[src/bb_pkg.sv]
// shared types, constants and the reciprocal table of the box blur
package bb_pkg;

  localparam int MAX_KERNEL = 7;
  localparam int HALF_MAX = MAX_KERNEL / 2;
  localparam int WIN = 2 * HALF_MAX + 1;
  localparam int SIZE_W = 3;
  localparam int HALF_W = 2;
  localparam int CSUM_W = $clog2(WIN * 255 + 1);
  localparam int SUM_W = $clog2(WIN * WIN * 255 + 1);
  localparam int RECIP_SHIFT = 16;
  localparam int RECIP_W = RECIP_SHIFT + 1;
  localparam int PROD_W = SUM_W + RECIP_W;
  localparam int NSQ_W = 2 * SIZE_W;

  localparam logic [1:0] REG_KERNEL_SIZE = 2'd0;
  localparam logic [1:0] REG_FRAME_WIDTH = 2'd1;
  localparam logic [1:0] REG_FRAME_HEIGHT = 2'd2;

  typedef struct packed {
    logic [7:0] red;
    logic [7:0] green;
    logic [7:0] blue;
  } pixel_t;

  typedef pixel_t [WIN-1:0] column_t;
  typedef pixel_t [WIN-2:0] stack_t;

  typedef struct packed {
    logic [CSUM_W-1:0] red;
    logic [CSUM_W-1:0] green;
    logic [CSUM_W-1:0] blue;
  } csum_t;

  typedef struct packed {
    logic [SUM_W-1:0] red;
    logic [SUM_W-1:0] green;
    logic [SUM_W-1:0] blue;
  } sum_t;

  typedef struct packed {
    logic shift;
    logic col_ok;
    logic [WIN-1:0] row_ok;
  } cell_ctl_t;

  // floor(2^16 / (size*size))
  function automatic logic [RECIP_W-1:0] recip(input logic [SIZE_W-1:0] size);
    logic [RECIP_W-1:0] r;
    case (size)
      3'd2: r = 17'd16384;
      3'd3: r = 17'd7281;
      3'd4: r = 17'd4096;
      3'd5: r = 17'd2621;
      3'd6: r = 17'd1820;
      3'd7: r = 17'd1337;
      default: r = 17'd65536;
    endcase
    return r;
  endfunction

endpackage

[src/bb_div.sv]
// divide of the window sums by size*size through a reciprocal, two stages
module bb_div (
  input  logic                        clk,
  input  logic [bb_pkg::SIZE_W-1:0]   size,
  input  bb_pkg::sum_t                total,
  output bb_pkg::pixel_t              mean
);

  logic [bb_pkg::PROD_W-1:0] prod_r, prod_g, prod_b;
  bb_pkg::sum_t              total_d;
  logic [bb_pkg::NSQ_W-1:0]  nsq;

  function automatic logic [7:0] fix(input logic [bb_pkg::PROD_W-1:0] prod,
                                     input logic [bb_pkg::SUM_W-1:0] s,
                                     input logic [bb_pkg::NSQ_W-1:0] n);
    logic [bb_pkg::SUM_W-1:0] q;
    logic [bb_pkg::SUM_W-1:0] rem;
    q = bb_pkg::SUM_W'(prod >> bb_pkg::RECIP_SHIFT);
    rem = s - bb_pkg::SUM_W'(q * bb_pkg::SUM_W'(n));
    if (rem >= bb_pkg::SUM_W'(n)) begin
      q = q + 1'b1;
    end
    return q[7:0];
  endfunction

  always_ff @(posedge clk) begin
    prod_r  <= bb_pkg::PROD_W'(total.red) * bb_pkg::PROD_W'(bb_pkg::recip(size));
    prod_g  <= bb_pkg::PROD_W'(total.green) * bb_pkg::PROD_W'(bb_pkg::recip(size));
    prod_b  <= bb_pkg::PROD_W'(total.blue) * bb_pkg::PROD_W'(bb_pkg::recip(size));
    total_d <= total;
    nsq     <= bb_pkg::NSQ_W'(size) * bb_pkg::NSQ_W'(size);
    mean.red   <= fix(prod_r, total_d.red, nsq);
    mean.green <= fix(prod_g, total_d.green, nsq);
    mean.blue  <= fix(prod_b, total_d.blue, nsq);
  end

endmodule

[config.mk]
export PLATFORM = sky130hd
export DESIGN_NAME = bb_div
export DESIGN_NICKNAME = d
export VERILOG_FILES = /design/src/bb_pkg.sv /design/src/bb_div.sv
export SDC_FILE = /design/constraint.sdc
export NUM_CORES = 2
export LEC_CHECK = 0
export ABC_AREA = 1
export BUFFER_PORTS_ARGS = -buffer_cell sky130_fd_sc_hd__buf_4
export CORE_ASPECT_RATIO = 0.8
export CORE_MARGIN = 1.5
export CORE_UTILIZATION = 30
export CTS_BUF_LIST = sky130_fd_sc_hd__clkbuf_8 sky130_fd_sc_hd__clkbuf_16
export DETAILED_ROUTE_END_ITERATION = 10
export SYNTH_ARGS = -nofsm -noshare
export SYNTH_HDL_FRONTEND = slang
export SYNTH_SLANG_ARGS = --single-unit
[constraint.sdc]
create_clock -name clk -period 14.55 [get_ports clk]
set_input_delay 0 -clock clk [delete_from_list [all_inputs] [get_ports clk]]
set_output_delay 0 -clock clk [all_outputs]
set_load 0.05 [all_outputs]
# == Word-level counts from Yosys, hierarchy flattened ==
# Cells that the tools add are included.
# op_classes
add_sub_neg,6
n_mul,7
div_mod_pow,0
n_lt_le_gt_ge,3
n_eq_ne,6
shift,0
muxes,4
bitwise_logic,0
n_reduce_logical,0
# ops
operator,count
17-bit case mux with 6 select lines,1
14-bit by 17-bit multiplier with 30-bit output,3
14-bit by 6-bit >= comparator with 1-bit output,3
14-bit by 6-bit multiplier with 14-bit output,3
14-bit subtractor,3
"8-bit by 1-bit adder with 8-bit output, second input constant",3
8-bit two-way mux,3
"3-bit equality test, second input constant",4
"3-bit by 2-bit equality test with 1-bit output, second input constant",2
3-bit by 3-bit multiplier with 6-bit output,1
# totals
register_bits,162
latch_bits,0
ram_bits,0
romBits,0
inputBits,46
n_memories,0

# == Logic depth before layout (Yosys ltp) ==
# depth
word_depth,4
ltp_mapped,33
ltp_nobuf,30

# == Worst setup path before layout ==
# OpenSTA, ideal clock, no wires.
# synth_timing
kind,input port to flip-flop
start,input size[2] (netlist name)
end,register prod_g[27] (netlist name)
arrival_time_ns,5.360
required_ns,14.438
slack_ns,9.078
path_stages,26
n_path_buf,2
path_cell_list,buf_4 > nand2_2 > inv_2 > nor2_1 > clkinv_1 > clkbuf_1 > nand2_1 > fa_1 > fa_1 > inv_1 > fa_1 > fa_1 > fa_1 > inv_1 > fa_1 > inv_1 > ha_1 > a21oi_1 > o21a_1 > nor2_1 > nor2_1 > nor2_1 > a211oi_1 > nand2_1 > nand2_1 > nand2_1
# synth_via
elab_chain_len,3
# synth_lines
element,line_no,text
from (decl),bb_div.sv:4,"input logic [bb_pkg::SIZE_W-1:0] size,"
3-bit equality test or 3-bit by 2-bit equality test with 1-bit output (tied branches),bb_pkg.sv:50,case (size)
17-bit case mux with 6 select lines *,bb_pkg.sv:50,
14-bit by 17-bit multiplier with 30-bit output *,bb_div.sv:28,prod_g <= bb_pkg::PROD_W'(total.green) * bb_pkg::PROD_W'(bb_pkg::recip(size));
to (signal assigned),bb_div.sv:28,
to (decl),bb_div.sv:9,"logic [bb_pkg::PROD_W-1:0] prod_r, prod_g, prod_b;"
# Mark *: on every way between the ends. The rest lies on a longest branch, timed or not.

# == Worst setup path after layout ==
# layout_timing
start,input size[2] (netlist name)
end,register prod_r[29] (netlist name)
# layout_via
elab_chain_len,3
# layout_lines
element,line_no,text
3-bit equality test or 3-bit by 2-bit equality test with 1-bit output (tied branches),bb_pkg.sv:50,
17-bit case mux with 6 select lines *,bb_pkg.sv:50,
14-bit by 17-bit multiplier with 30-bit output *,bb_div.sv:27,prod_r <= bb_pkg::PROD_W'(total.red) * bb_pkg::PROD_W'(bb_pkg::recip(size));
to (signal assigned),bb_div.sv:27,
to (decl),bb_div.sv:9,
# Marks and branches as above.

==> summary.md <==
| Metric | Value |
|---|---|
| Largest delay share family, worst path | `adder cells` |
| GRT Residual Overflow | `0` |
| Share of layout cells above drive strength 1 | `4.10%` |
| Crit-path max cell delay | `0.68 ns` |
| Fraction of synthesized cell area in xor and xnor cells | `2.22%` |
| Number of enable-type register cells in the synthesized netlist | `0` |
| Die H | `288 µm` |
| Post-synthesis cell type with the largest combined area | `fa_1` |
| Slew of the pin with the lowest slew margin | `1.05 ns` |
| Class of the tightest hold or removal check | `in2reg` |
| Average routed wire per standard cell | `16.0 µm` |
| Endpoint arrival time on the critical path | `8.08 ns` |
| Number of synthesis warnings | `0` |
| Flip-flop cell with the highest count after synthesis | `dfxtp_1` |
| Root buffer cell | `clkbuf_16` |
| Critical Path Source | `size[2]` |
| Worst-path cell with the longest stage delay | `inv_1` |
| Clock tree from TritonCTS | `yes` |
| Router iterations before antenna repair | `6` |
| Clock period minus final worst setup slack | `7.70 ns` |
| Most Frequent Cell on Critical Path | `fa_1` |
| Inserted Clock Buffers | `17` |
| Power density over the cells | `224 mW/mm²` |
| Post-route insts no fill | `5445` |
| Library cell with the highest instance count after synthesis | `inv_1` |
| Reported leakage power | `0.0194 µW` |
| Hold violation total from the final report | `0` |
| Post-synth net total | `5057` |
| IO Pins | `70` |
| Post-synthesis compound-gate area fraction | `4.11%` |
| Number of levels the H-tree was split into | `4` |
| Combined area of all synthesized cells | `0.0304 mm²` |
| Layout overhead on the synthesized area | `10.2%` |
| Aggregate routed wire length | `87.0 mm` |
| Floorplan row count | `104` |
| Cells after DPL | `5366` |
| Fmax | `130 MHz` |
| Horizontal extent of the die | `359 µm` |
| Total routing usage reported by global routing | `17.3%` |
| Req. time, crit path | `14.93 ns` |
| Synth Area in Adders | `51.7%` |
| Worst-path clk slew | `0.07 ns` |
| Vias per inst | `4.59` |
| Maximum vdd drop | `150 µV` |
| Largest net degree at the start of global routing | `41` |
| Most used standard cells in the synthesized netlist | `1036 x inv_1, 831 x nand2_1, 505 x ha_1` |
| Buffering stage count on the worst path with inverters included | `6` |
| Overall power after layout | `7500 µW` |
| Number of antenna violations at the first check in global routing | `8` |
| Path depth of the worst reg2reg path | `17` |
| Reg-to-reg critical path endpoint | `mean[16]` |
| Maximum number of buffers from clock root to sink | `2` |
| Clock Skew | `0.0117 ns` |
| Finish-stage setup viols | `0` |
| Worst setup path end | `prod_r[29]` |
| Clock latency on the worst-skew pair | `0.49 ns` |
| Number of sinks driven by the clock tree | `113` |
| Proportion of register bits with asynchronous set or reset after synthesis | `0%` |
| Critical-path maximum fanout | `28` |
| Worst reg2reg path startpoint | `nsq[5]` |
| Post-synthesis sequential area ratio | `7.45%` |
| Number of nets with antenna violations after detailed routing | `0` |
| Max transition margin | `29.9%` |
| Last weighted congestion value of the routability-driven placer | `0.920` |
| Via count of the first global-routing pass | `25100` |
| Number of maximum-capacitance violations | `0` |
| Synth top area cells | `fa_1 31%, ha_1 21%, inv_1 13%` |
| Starting density of the core | `30.2%` |
| Dominant combinational cell family by area after synthesis | `adder cells` |
| Number of gates on the worst path with buffers counted | `24` |
| Hpwl dp | `71.9 mm` |
| Proportion of synthesized area in mux cells | `0%` |
| Total Negative Setup Slacks | `0 ns` |
| Buffers added on ports | `69` |
| Post-Syn Instances | `4038` |
| Mean instance size in the synthesized netlist | `7.52 µm²` |
| Critical path, cell by cell | `dlygate4sd3_1 > buf_4 > nand2_2 > inv_2 > nor2_2 > buf_4 > nand2_1 > inv_1 > nor2_1 > fa_1 > fa_1 > fa_1 > fa_1 > fa_1 > fa_1 > ha_1 > nand2_1 > nor2_1 > inv_1 > nor2_1 > nand2_1 > o21ai_0 > a21oi_1 > xnor2_1` |
| Number of synthesized register bits | `113` |
| Number of nets in the layout | `5124` |
| Die Area | `0.103 mm²` |
| Slack of the worst reg-to-reg path | `8.87 ns` |
| First-pass GRT wire length | `139 mm` |
| Final Max Tran Viols | `0` |
| RSZ-0062 raised after global routing | `false` |
| Final worst path period share | `52.9%` |
| Run status | `finished clean` |
| Number of unique standard cell types used by synthesis | `47` |
| Critical Path End Type | `flip-flop` |
| Kind of start point of the critical path | `input pin` |
| Fill count | `10700` |
| Area of the core | `0.100 mm²` |
| Path type of the worst setup path | `in2reg` |
| DRC | `0` |
| Area fraction in and, or, nand and nor cells after synthesis | `20.4%` |
| Total number of vias | `25000` |
| Iter 0 DRT Violations | `1865` |
| Top-area cell type share of the netlist area | `30.9%` |
-- state kept, by name (all words and copies together), names as in the netlist --
| register | count |
|---|---|
| mean | 24 |
| nsq | 5 |
| prod_b | 14 |
| prod_r | 14 |
| prod_g | 14 |
| total_d | 42 |
-- kinds of logic after synthesis --
| logic type | count (synthesis) |
|---|---|
| AO/OA/AOI/OAI | 218 |
| XOR/XNOR | 77 |
| adder cells (fa/ha/maj) | 973 |
| buffers and inverters | 1140 |
| flip-flops | 113 |
| AND/OR/NAND/NOR | 1517 |
-- layer usage --
metal | share of wire (%) | vias up | track usage (%)
li1 | - | 12200 | -
met1 | 50 | 12000 | 26.1
met2 | 42 | 736 | 25.8
met3 | 7.1 | 61 | 3.32
met4 | 1.1 | 0 | 3.00
met5 | 0 | - | 0
-- report_power, final --
part / internal [µW] / switching [µW] / total [µW]
Clock: 320 / 182 / 502
Sequential: 420 / 161 / 582
Combinational: 2310 / 4110 / 6420
Total: 3050 / 4450 / 7500
-- layout by cell type, fill, tap and decap left out, drive strengths merged, types with 3 or more instances in the layout --
cell type    count
nor3            26
nand2          843
xor2            53
nor2           445
xnor2           24
dlygate4sd3     45
o21ai           57
a21o            11
clkbuf          21
ha             505
bufinv           5
o211ai           3
fa             468
buf             84
or2              5
o21a             7
nand4           51
o21bai          10
a221oi           3
a211oi           4
nand3b           9
clkinv          16
inv           1048
a21oi          108
nor4             5
dfxtp          113
a31oi            8
nand3          132
-- area by class of cell --
type / count / area, µm² / area share (%)
Antenna cell: 2 / 5.00 / 0.0150
Clock buffer: 21 / 480 / 1.44
Clock inverter: 11 / 184 / 0.550
Inverter: 1059 / 3980 / 11.9
Multi-Input combinational cell: 2785 / 23800 / 71.2
Sequential cell: 113 / 2260 / 6.77
Tap cell: 1325 / 1660 / 4.95
Timing Repair Buffer: 129 / 1080 / 3.23
-- through the flow --
step | hold WS, ns | utilization, % | cell area (µm²) | setup WS [ns]
floorplan | 0.0277 | - | 30400 | 9.08
global route | 0.215 | 33.3 | 33500 | 6.49
global placement | 0.157 | 32.2 | 32300 | 7.35
CTS | 0.184 | 33.3 | 33500 | 7.04
finish | 0.217 | 33.3 | 33500 | 6.85
detailed placement | 0.156 | 32.2 | 32300 | 7.11
-- timing repair --
action	in CTS	in global routing
endpoints found under the hold margin	46	0
gates resized for setup	0	0
setup endpoints to repair	0	0
setup buffers	0	0
hold buffers	45	0
-- worst min path at each step --
stage	from	depth (start not counted)	slack (ns)	to
floorplan	size[0]	0	0.03	nsq[0]
global route	total[12]	2	0.21	total_d[12]
global placement	size[0]	1	0.16	nsq[0]
CTS	total[11]	2	0.18	total_d[11]
finish	total[11]	2	0.22	total_d[11]
detailed placement	size[0]	1	0.16	nsq[0]
Power figures use the tool's default switching activity.
