File: src/bb_pkg.sv
// shared types, constants and the reciprocal table of the box blur
package bb_pkg;

  localparam int MAX_KERNEL = 7;
  localparam int HALF_MAX = MAX_KERNEL / 2;
  localparam int WIN = 2 * HALF_MAX + 1;
  localparam int SIZE_W = 3;
  localparam int HALF_W = 2;
  localparam int CSUM_W = $clog2(WIN * 255 + 1);
  localparam int SUM_W = $clog2(WIN * WIN * 255 + 1);
  localparam int RECIP_SHIFT = 16;
  localparam int RECIP_W = RECIP_SHIFT + 1;
  localparam int PROD_W = SUM_W + RECIP_W;
  localparam int NSQ_W = 2 * SIZE_W;

  localparam logic [1:0] REG_KERNEL_SIZE = 2'd0;
  localparam logic [1:0] REG_FRAME_WIDTH = 2'd1;
  localparam logic [1:0] REG_FRAME_HEIGHT = 2'd2;

  typedef struct packed {
    logic [7:0] red;
    logic [7:0] green;
    logic [7:0] blue;
  } pixel_t;

  typedef pixel_t [WIN-1:0] column_t;
  typedef pixel_t [WIN-2:0] stack_t;

  typedef struct packed {
    logic [CSUM_W-1:0] red;
    logic [CSUM_W-1:0] green;
    logic [CSUM_W-1:0] blue;
  } csum_t;

  typedef struct packed {
    logic [SUM_W-1:0] red;
    logic [SUM_W-1:0] green;
    logic [SUM_W-1:0] blue;
  } sum_t;

  typedef struct packed {
    logic shift;
    logic col_ok;
    logic [WIN-1:0] row_ok;
  } cell_ctl_t;

  // floor(2^16 / (size*size))
  function automatic logic [RECIP_W-1:0] recip(input logic [SIZE_W-1:0] size);
    logic [RECIP_W-1:0] r;
    case (size)
      3'd2: r = 17'd16384;
      3'd3: r = 17'd7281;
      3'd4: r = 17'd4096;
      3'd5: r = 17'd2621;
      3'd6: r = 17'd1820;
      3'd7: r = 17'd1337;
      default: r = 17'd65536;
    endcase
    return r;
  endfunction

endpackage

File: src/bb_cell.sv
// one window column: holds a vertical stack of pixels and its masked sum
module bb_cell (
  input  logic              clk,
  input  bb_pkg::cell_ctl_t ctl,
  input  bb_pkg::column_t   col_in,
  output bb_pkg::column_t   col_out,
  output bb_pkg::csum_t     sum
);

  bb_pkg::csum_t sum_next;

  always_comb begin
    sum_next = '0;
    for (int m = 0; m < bb_pkg::WIN; m++) begin
      if (ctl.col_ok && ctl.row_ok[m]) begin
        sum_next.red   = sum_next.red + bb_pkg::CSUM_W'(col_out[m].red);
        sum_next.green = sum_next.green + bb_pkg::CSUM_W'(col_out[m].green);
        sum_next.blue  = sum_next.blue + bb_pkg::CSUM_W'(col_out[m].blue);
      end
    end
  end

  always_ff @(posedge clk) begin
    if (ctl.shift) begin
      col_out <= col_in;
    end
    sum <= sum_next;
  end

endmodule

File: config.mk
export PLATFORM = sky130hd
export DESIGN_NAME = bb_cell
export DESIGN_NICKNAME = d
export VERILOG_FILES = /design/src/bb_pkg.sv /design/src/bb_cell.sv
export SDC_FILE = /design/constraint.sdc
export NUM_CORES = 1
export LEC_CHECK = 0
export BUFFER_PORTS_ARGS = -buffer_cell sky130_fd_sc_hd__buf_2
export CORE_ASPECT_RATIO = 1.75
export CORE_UTILIZATION = 59
export DETAILED_ROUTE_END_ITERATION = 10
export PLACE_DENSITY = 0.88
export SYNTH_ARGS = -nofsm -noshare
export SYNTH_HDL_FRONTEND = slang
export SYNTH_SLANG_ARGS = --single-unit
File: constraint.sdc
create_clock -name clk -period 13.8 [get_ports clk]
set_clock_uncertainty 0.1 [all_clocks]
set_input_delay 0 -clock clk [delete_from_list [all_inputs] [get_ports clk]]
set_output_delay 0 -clock clk [all_outputs]
set_load 0.02 [all_outputs]
== Yosys cells after proc, flatten, opt, wreduce, memory -nomap -nowiden ==
Cells that the tools add are included.

* Register bits after elaboration: 201
* Bits of input ports: 178
* Output and inout bits: 201
* Logic and storage cells: 56

* Add/sub/neg operators: 18
* Mux-type cells: 7
* Reduce and logical (&&, ||, !) cells: 7

{| class="wikitable"
|+ Operators with widths
! cell !! count
|-
| $add 11x8->11 || 18
|-
| $mux 33 || 6
|-
| $mux 30 || 1
|-
| $logic_and 1x1->1 || 7
|}

== Depth between registers and ports, before layout ==
Gate-level depths: netlist of run 1.

* Depth after elaboration: 14
* Gate-level depth with buffers: 44
* Mapped depth without buffers: 41

== Least setup slack after synthesis of run 1 ==
OpenSTA, ideal clock, no wires.

* Kind: input to register
* From: input port ctl[0] (netlist bit)
* To: register sum[32] (netlist bit)
* Library setup time: 0.079 ns
* Data arrival time: 7.020 ns
* Data required time: 13.621 ns
* Setup slack: 6.601 ns
* Stages: 39
* Path buffers: 3
* Cell sequence: buf_2 -> clkbuf_1 -> clkbuf_1 -> and3_1 -> ha_1 -> inv_1 -> fa_1 -> nand2b_1 -> a21oi_1 -> nand4b_1 -> nand3_1 -> ha_1 -> nand2_1 -> o21ai_1 -> o221ai_1 -> a21boi_0 -> mux2_2 -> ha_1 -> [... 3 more ...] -> ha_1 -> o21a_1 -> o31ai_1 -> a21boi_0 -> mux2_2 -> ha_1 -> o21a_1 -> o31ai_1 -> a21boi_0 -> mux2_2 -> ha_1 -> o21ai_0 -> a21oi_1 -> a31oi_1 -> o21ai_0 -> nand3_1 -> a22o_1 -> o211ai_1

{| class="wikitable"
|+ RTL lines
! what !! line !! source
|-
| start, declared || bb_cell.sv:4 || <nowiki>input bb_pkg::cell_ctl_t ctl,</nowiki>
|-
| end signal, assigned || bb_cell.sv:27 || <nowiki>sum <= sum_next;</nowiki>
|-
| end, declared || bb_cell.sv:7 || <nowiki>output bb_pkg::csum_t sum</nowiki>
|}

==> results.sh, run 1 <==
export IMPL_max_freq_mhz=123
export IMPL_ios=379
export IMPL_postSynthCellCount=1484
export IMPL_nets=2359
export IMPL_routedWlPerCell_um=20.5
export IMPL_cts_root_buf="clkbuf_16"
export IMPL_grt_first_pass_wirelength_um=75000
export IMPL_yosysTopAreaCell="edfxtp_1"
export IMPL_rsz0062_at_grt="no"
export IMPL_synth_top_area_share_pct=34.9
export IMPL_clkSinkCount=201
export IMPL_cts_buffer_depth=3
export IMPL_routabilityCongestion=0.925
export IMPL_viasPerCell=6.16
export IMPL_synth_edf_count=168
export IMPL_critPathKind="input port to flip-flop"
export IMPL_critPathSlowestCell="buf_2"
export IMPL_grt_start_max_net_pins=90
export IMPL_ys_warn_count=0
export IMPL_hold_violations=0
export IMPL_grt_overflow=0
export IMPL_cap_violations=0
export IMPL_p_leak_uw=0.00857
export IMPL_h_tree_depth=1
export IMPL_hpwlAfterDp_um=31200
export IMPL_clkTransAtPathRegs_ns=0.07
export IMPL_clock_latency_ns=0.53
export IMPL_hold_path_class="input port to flip-flop"
export IMPL_max_slew_margin_pct=29.1
export IMPL_cts_tree="yes"
export IMPL_end_kind="flip-flop"
export IMPL_slew_violations=0
export IMPL_grt_usage_pct=38.2
export IMPL_antenna_found_initial=2
export IMPL_drt_iter0_drc=1275
export IMPL_utilization_pct=79.0
export IMPL_seq_area_um2=5710
export IMPL_ant_nets=0
export IMPL_grt_pass1_vias=14800
export IMPL_multi_input_area_um2=8270
export IMPL_numCtsBuffers=20
export IMPL_numPortBuffers=378
export IMPL_post_cts_buffers=0
export IMPL_arrival_ns=8.45
export IMPL_drt_wl_total_um=48000
export IMPL_yosysSeqAreaShare_pct=39.5
export IMPL_cp_max_fo=39
export IMPL_worst_slew_pin_slew_ns=1.06
export IMPL_die_h_um=209
export IMPL_peakVddDrop_v=0.000149
export IMPL_synthToLayoutAreaGrowth_pct=31.5
export IMPL_period_share_pct=59.1
export IMPL_power_density_nw_per_um2=122
export IMPL_std_cell_rows=75
export IMPL_drcViolationCount=0
export IMPL_hold_depth=2
export IMPL_crit_top_cell="o21ai_0"
export IMPL_cp_start_kind="input port"
export IMPL_vias=14400
export IMPL_r2r_slack_ns=5.66
export IMPL_tns_ns=0
export IMPL_slowest_delay_ns=0.53
export IMPL_ys_flop_type="edfxtp_1"
export IMPL_syn_nets=1823
export IMPL_drive_above_1_share_pct=22.6
export IMPL_fill_cells=1450
export IMPL_synth_cell_type_count=77
export IMPL_fin_crit_ns=8.16
export IMPL_status="completed"
export IMPL_worstReg2RegStart="col_out[16]"
export IMPL_postSynthAreaPerCell_um2=9.73
export IMPL_start_util_pct=60.1
export IMPL_ys_seq_elements=201
export IMPL_cp_startpoint="ctl[7]"
export IMPL_rr_worst_depth=37
export IMPL_synth_cell_area_um2=14400
export IMPL_coreArea_um2=24000
export IMPL_cp_data_required_time_ns=14.09
export IMPL_die_area_um2=25100
export IMPL_die_w_um=120
export IMPL_synthTopCellsByArea="edfxtp_1 35%, ha_1 12%, dfxtp_1 4.6%"
export IMPL_dr_pass1_iters=6
export IMPL_endpoint="sum[32]"
export IMPL_r2r_end="sum[32]"
export IMPL_synthArstFlopShare_pct=0
export IMPL_setup_viol_count_final=0
## cell families (layout without fill, tap and decap cells)
logic type / Yosys count / after routing / synth area share, %
other: 0 / 2 / 0
DFF: 201 / 201 / 39.5
AOI/OAI and AO/OA: 454 / 454 / 20.6
buffers and inverters: 120 / 670 / 3.20
and+or+nand+nor: 427 / 427 / 13.9
muxes: 40 / 40 / 2.96
adders and majority gates: 161 / 161 / 14.9
xor gates and xnor gates: 81 / 81 / 5.01
## flip-flops by register name, indices dropped and copies added, names as in the netlist
signal,cells
sum,33
col_out,168
## area by class of cell
type | instances | area share [%]
multi-input cells | 1163 | 43.6
flip-flops and latches | 201 | 30.0
repair buffers | 558 | 19.4
clock buffers | 29 | 3.14
well taps | 308 | 2.03
inverters | 76 | 1.50
clock inverters | 7 | 0.343
diodes | 2 | 0.0264
## worst min path at each step
stage / start / slack [ns] / endpoint
3_3_place_gp: col_in[87] / 0.08 / col_out[87]
2_1_floorplan: col_in[0] / -0.001 / col_out[0]
5_1_grt: col_in[76] / 0.08 / col_out[76]
3_5_place_dp: col_in[127] / 0.08 / col_out[127]
6_report: col_in[76] / 0.09 / col_out[76]
4_1_cts: col_in[154] / 0.08 / col_out[154]
## cells in the final DEF (no fill, tap or decap), types with 23 or more instances in the layout
cell type,count
buf_2,377
dlygate4sd3_1,171
edfxtp_1,168
ha_1,143
nor2_1,137
nand2_1,118
o21ai_0,107
a21oi_1,106
inv_1,75
xnor2_1,50
a21o_1,36
dfxtp_1,33
o21a_1,31
nand3_1,30
a211oi_1,30
xor2_1,30
and3_1,27
nor3_1,24
nor2b_1,23
## synthesized netlist by cell type (24+ instances only)
master,count
xor2_1,30
o21a_1,31
a21oi_1,106
clkbuf_1,34
ha_1,143
nand2_1,118
nor3_1,24
a21o_1,36
a211oi_1,30
and3_1,27
nor2_1,137
o21ai_0,107
inv_1,75
nand3_1,30
xnor2_1,50
dfxtp_1,33
edfxtp_1,168
## layer usage
metal,up-vias,GRT usage (%),share of wire [%]
li1,6579,-,-
met1,6746,40.2,34
met2,847,68.0,51
met3,260,6.91,7.4
met4,0,26.6,7.2
met5,-,0,0
## repair_timing
action | in CTS | in global routing
gates resized for setup | 0 | 0
hold buffers | 171 | 0
hold endpoints to repair | 258 | 0
## worst max-delay path, delay by kind of cell
kind | cells | cell delay (ns)
AOI/OAI and AO/OA | 20 | 3.78
xor gates and xnor gates | 1 | 0.16
buffers and inverters | 2 | 0.62
and+or+nand+nor | 9 | 2.03
adders and majority gates | 6 | 1.81
## stage by stage
step / setup slack, ns / std cells / power [µW] / hold WS, ns / instance area (µm²)
after CTS: 5.96 / 2342 / 2260 / 0.0769 / 19000
after global placement: 5.80 / 2135 / 1630 / 0.0764 / 16600
after global routing: 5.13 / 2343 / 2430 / 0.0833 / 19000
after floorplan: 6.60 / 1484 / 1420 / -0.00113 / 14400
after detailed placement: 5.43 / 2135 / 1670 / 0.0781 / 16600
final: 5.64 / 2344 / 2330 / 0.0870 / 19000
## power by group
part	total [µW]	switching [µW]	internal [µW]	leakage (µW)
Combinational	975	573	402	0.00633
Sequential	785	49.6	735	0.00192
Clock	566	246	319	0.000324
Note: power is estimated with default switching activity, not from simulation.
==> run 2, diff against run 1 <==
--- a/config.mk
+++ b/config.mk
@@ -5,11 +5,12 @@
 export SDC_FILE = /design/constraint.sdc
 export NUM_CORES = 1
 export LEC_CHECK = 0
+export ABC_AREA = 1
 export BUFFER_PORTS_ARGS = -buffer_cell sky130_fd_sc_hd__buf_2
 export CORE_ASPECT_RATIO = 1.75
-export CORE_UTILIZATION = 59
+export CORE_UTILIZATION = 55
 export DETAILED_ROUTE_END_ITERATION = 10
-export PLACE_DENSITY = 0.88
+export PLACE_DENSITY = 0.82
 export SYNTH_ARGS = -nofsm -noshare
 export SYNTH_HDL_FRONTEND = slang
 export SYNTH_SLANG_ARGS = --single-unit
==> constraint.sdc (replaced) <==
create_clock -name clk -period 8.5 [get_ports clk]
set_clock_uncertainty 0.1 [all_clocks]
set_input_delay 0 -clock clk [delete_from_list [all_inputs] [get_ports clk]]
set_output_delay 0 -clock clk [all_outputs]
set_load 0.02 [all_outputs]
==> run 2 against run 1 <==
  * The run now ends with design-rule violations left
  * Global-route usage fell by 5.5 points
  * Sequential share of layout area decreased by 0.49 points
  * Register-to-register slack got worse by 4.9 ns
  * Synthesized cell count increased by 24%
  * Worst setup slack got worse by 4.9 ns
  * Clock power increased by 58%
  * Utilization shrank 6.2 points
  * Area after synthesis increased by 2.3%
  * Non-clock buffer count is 4 lower
  * Critical path type is now flip-flop to flip-flop
  * Largest cell class unchanged
==> results.sh, run 2 <==
export IMPL_status="finished, violations left"
export IMPL_violations="design-rule violations"
export IMPL_clkTransAtPathRegs_ns=0.07
export IMPL_dpl_instance_area_um2=16900
export IMPL_synth_simple_area_share_pct=25.5
export IMPL_synth_mux_area_fraction_pct=0
export IMPL_cp_startpoint="col_out[16]"
export IMPL_start_util_pct=55.7
export IMPL_drt_wl_total_um=45200
export IMPL_yosysMostFrequentCell="nand2_1"
export IMPL_std_cell_rows=79
export IMPL_mostFrequentLayoutCells="548 x nand2_1, 377 x buf_2, 250 x inv_1"
export IMPL_whs_ns=0.0775
export IMPL_cts_tree="yes"
export IMPL_grt_usage_pct=32.7
export IMPL_critPathSlowestCell="fa_1"
export IMPL_cp_start_kind="flip-flop"
export IMPL_critPathKind="flip-flop to flip-flop"
export IMPL_synthTopCellsByArea="edfxtp_1 34%, nand2_1 14%, ha_1 12%"
export IMPL_slowest_delay_ns=0.39
export IMPL_postSynthCellCount=1845
export IMPL_worstReg2RegStart="col_out[16]"
export IMPL_vias=15000
export IMPL_ys_seq_elements=201
export IMPL_grt_overflow=0
export IMPL_hold_violations=0
export IMPL_routedWlPerCell_um=16.6
export IMPL_grt_first_pass_wirelength_um=71500
export IMPL_yosysSeqAreaShare_pct=38.6
export IMPL_regMostFlops="col_out"
export IMPL_ys_top_cells_by_count="548 x nand2_1, 250 x inv_1, 168 x edfxtp_1"
export IMPL_end_kind="flip-flop"
export IMPL_cap_violations=0
export IMPL_yosysTopAreaCell="edfxtp_1"
export IMPL_final_common_cell="nand2_1"
export IMPL_fin_area_um2=19300
export IMPL_clkSinkCount=201
export IMPL_synthArstFlopShare_pct=0
export IMPL_max_freq_mhz=129
export IMPL_ios=379
export IMPL_ant_nets=0
export IMPL_tns_ns=0
export IMPL_cp_max_fo=6
export IMPL_fin_crit_ns=7.75
export IMPL_die_w_um=126
export IMPL_synth_compound_area_share_pct=10.6
export IMPL_syn_nets=2184
export IMPL_synth_top_area_share_pct=34.2
export IMPL_whs_endpoint="sum[11]"
export IMPL_setup_viol_count_final=0
export IMPL_peakVddDrop_v=0.000186
export IMPL_holdCritStartpoint="ctl[5]"
export IMPL_synth_xor_area_share_pct=3.20
export IMPL_largest_reg_flops=168
export IMPL_numCtsBuffers=20
export IMPL_h_tree_depth=1
export IMPL_hpwlAfterDp_um=30900
export IMPL_reg_largest_list="col_out: 168 flops, sum: 33 flops"
export IMPL_power_density_nw_per_um2=189
export IMPL_slew_violations=0
export IMPL_viasPerCell=5.49
export IMPL_drive_above_1_share_pct=19.9
export IMPL_grt_pass1_vias=15300
export IMPL_die_h_um=219
export IMPL_synth_cell_area_um2=14800
export IMPL_cts_buffer_depth=3
export IMPL_antenna_found_initial=3
export IMPL_cp_data_required_time_ns=8.81
export IMPL_routabilityCongestion=0.941
export IMPL_die_area_um2=27500
export IMPL_numPortBuffers=378
export IMPL_rsz0062_at_grt="no"
export IMPL_nets=2725
export IMPL_arrival_ns=8.06
export IMPL_clock_latency_ns=0.51
export IMPL_crit_top_cell="nand2_1"
export IMPL_synth_edf_count=168
export IMPL_cts_resized_gates=0
export IMPL_max_slew_margin_pct=33.7
export IMPL_fin_cells=2727
export IMPL_synth_adder_area_share_pct=14.6
export IMPL_drt_iter0_drc=871
export IMPL_synthToLayoutAreaGrowth_pct=30.7
export IMPL_p_leak_uw=0.00989
export IMPL_synth_top_family_by_area="simple AND/OR/NAND/NOR gates"
export IMPL_r2r_end="sum[32]"
export IMPL_dr_pass1_iters=8
export IMPL_hold_path_class="input port to flip-flop"
export IMPL_dp_cells=2518
export IMPL_coreArea_um2=26500
export IMPL_ys_warn_count=0
export IMPL_grt_start_max_net_pins=90
export IMPL_hold_depth=5
export IMPL_drcViolationCount=2
export IMPL_r2r_slack_ns=0.75
export IMPL_cts_root_buf="clkbuf_16"
export IMPL_postSynthAreaPerCell_um2=8.00
export IMPL_worst_slew_pin_slew_ns=0.995
export IMPL_finalPower_uw=3650
export IMPL_synth_cell_type_count=42
export IMPL_rr_worst_depth=44
export IMPL_period_share_pct=91.2
export IMPL_ys_flop_type="edfxtp_1"
## run 2: changes by cell type in the layout (fill, tap and decap cells not counted), moves of 25 or more
cell | before | now
and3_1 | 27 | 2
xnor2_1 | 50 | 21
nor2_1 | 137 | 74
o21ai_0 | 107 | 63
a21o_1 | 36 | 10
nand3_1 | 30 | 140
nand2_1 | 118 | 548
a211oi_1 | 30 | 0
inv_1 | 75 | 250
## run 2: kinds of logic (layout without fill, tap and decap cells)
kind of cell | after synthesis | after routing
AOI/OAI and AO/OA | 274 | 274
xor gates and xnor gates | 54 | 54
adders and majority gates | 161 | 161
buffers and inverters | 286 | 841
DFF | 201 | 201
other | 0 | 3
and+or+nand+nor | 869 | 869
## run 2: repair_timing
action,in CTS,in global routing
hold buffers,170,0
buffers inserted,0,0
endpoints found under the hold margin,185,0
endpoints found under the setup margin,0,0
## run 2: through the flow
stage | worst slack (ns) | utilization (%)
finish | 0.752 | 72.9
global placement | 0.936 | 64.0
floorplan | 1.79 | -
detailed placement | 0.579 | 64.0
global route | 0.120 | 72.9
CTS | 1.02 | 72.8
## run 2: layout make-up
class	instances	area, µm²
Tap cell	324	405
Timing Repair Buffer	554	3640
Clock buffer	27	548
Clock inverter	9	97.6
Fill cell	1931	7190
Inverter	251	942
Antenna cell	3	7.51
Sequential cell	201	5710
Multi-Input combinational cell	1358	7950
## run 2: report_power, final
group	internal (µW)	switching (µW)	total [µW]
clock network	515	378	893
registers	1190	70.7	1260
logic	586	916	1500
## run 2: how the worst max path moves through the flow
stage | endpoint | depth (start not counted)
5_1_grt | sum[32] | 44
3_5_place_dp | sum[10] | 43
6_report | sum[32] | 44
4_1_cts | sum[10] | 43
3_3_place_gp | sum[10] | 43
2_1_floorplan | sum[10] | 43
## run 2: critical path: cells and delay by family (launching register included)
kind	cells	cell delay (ns)
AOI/OAI and AO/OA	10	1.94
xor gates and xnor gates	4	0.66
adders and majority gates	7	2.43
buffers and inverters	8	0.62
DFF	1	0.35
and+or+nand+nor	15	1.54
## run 2: routing by layer
metal | GRT usage, % | wire, µm | vias up
met1 | 33.6 | 16000 | 6765
met3 | 4.65 | 3050 | 225
met4 | 21.7 | 2890 | 0
li1 | - | - | 7237
met5 | 0 | 0 | -
met2 | 61.2 | 23200 | 735
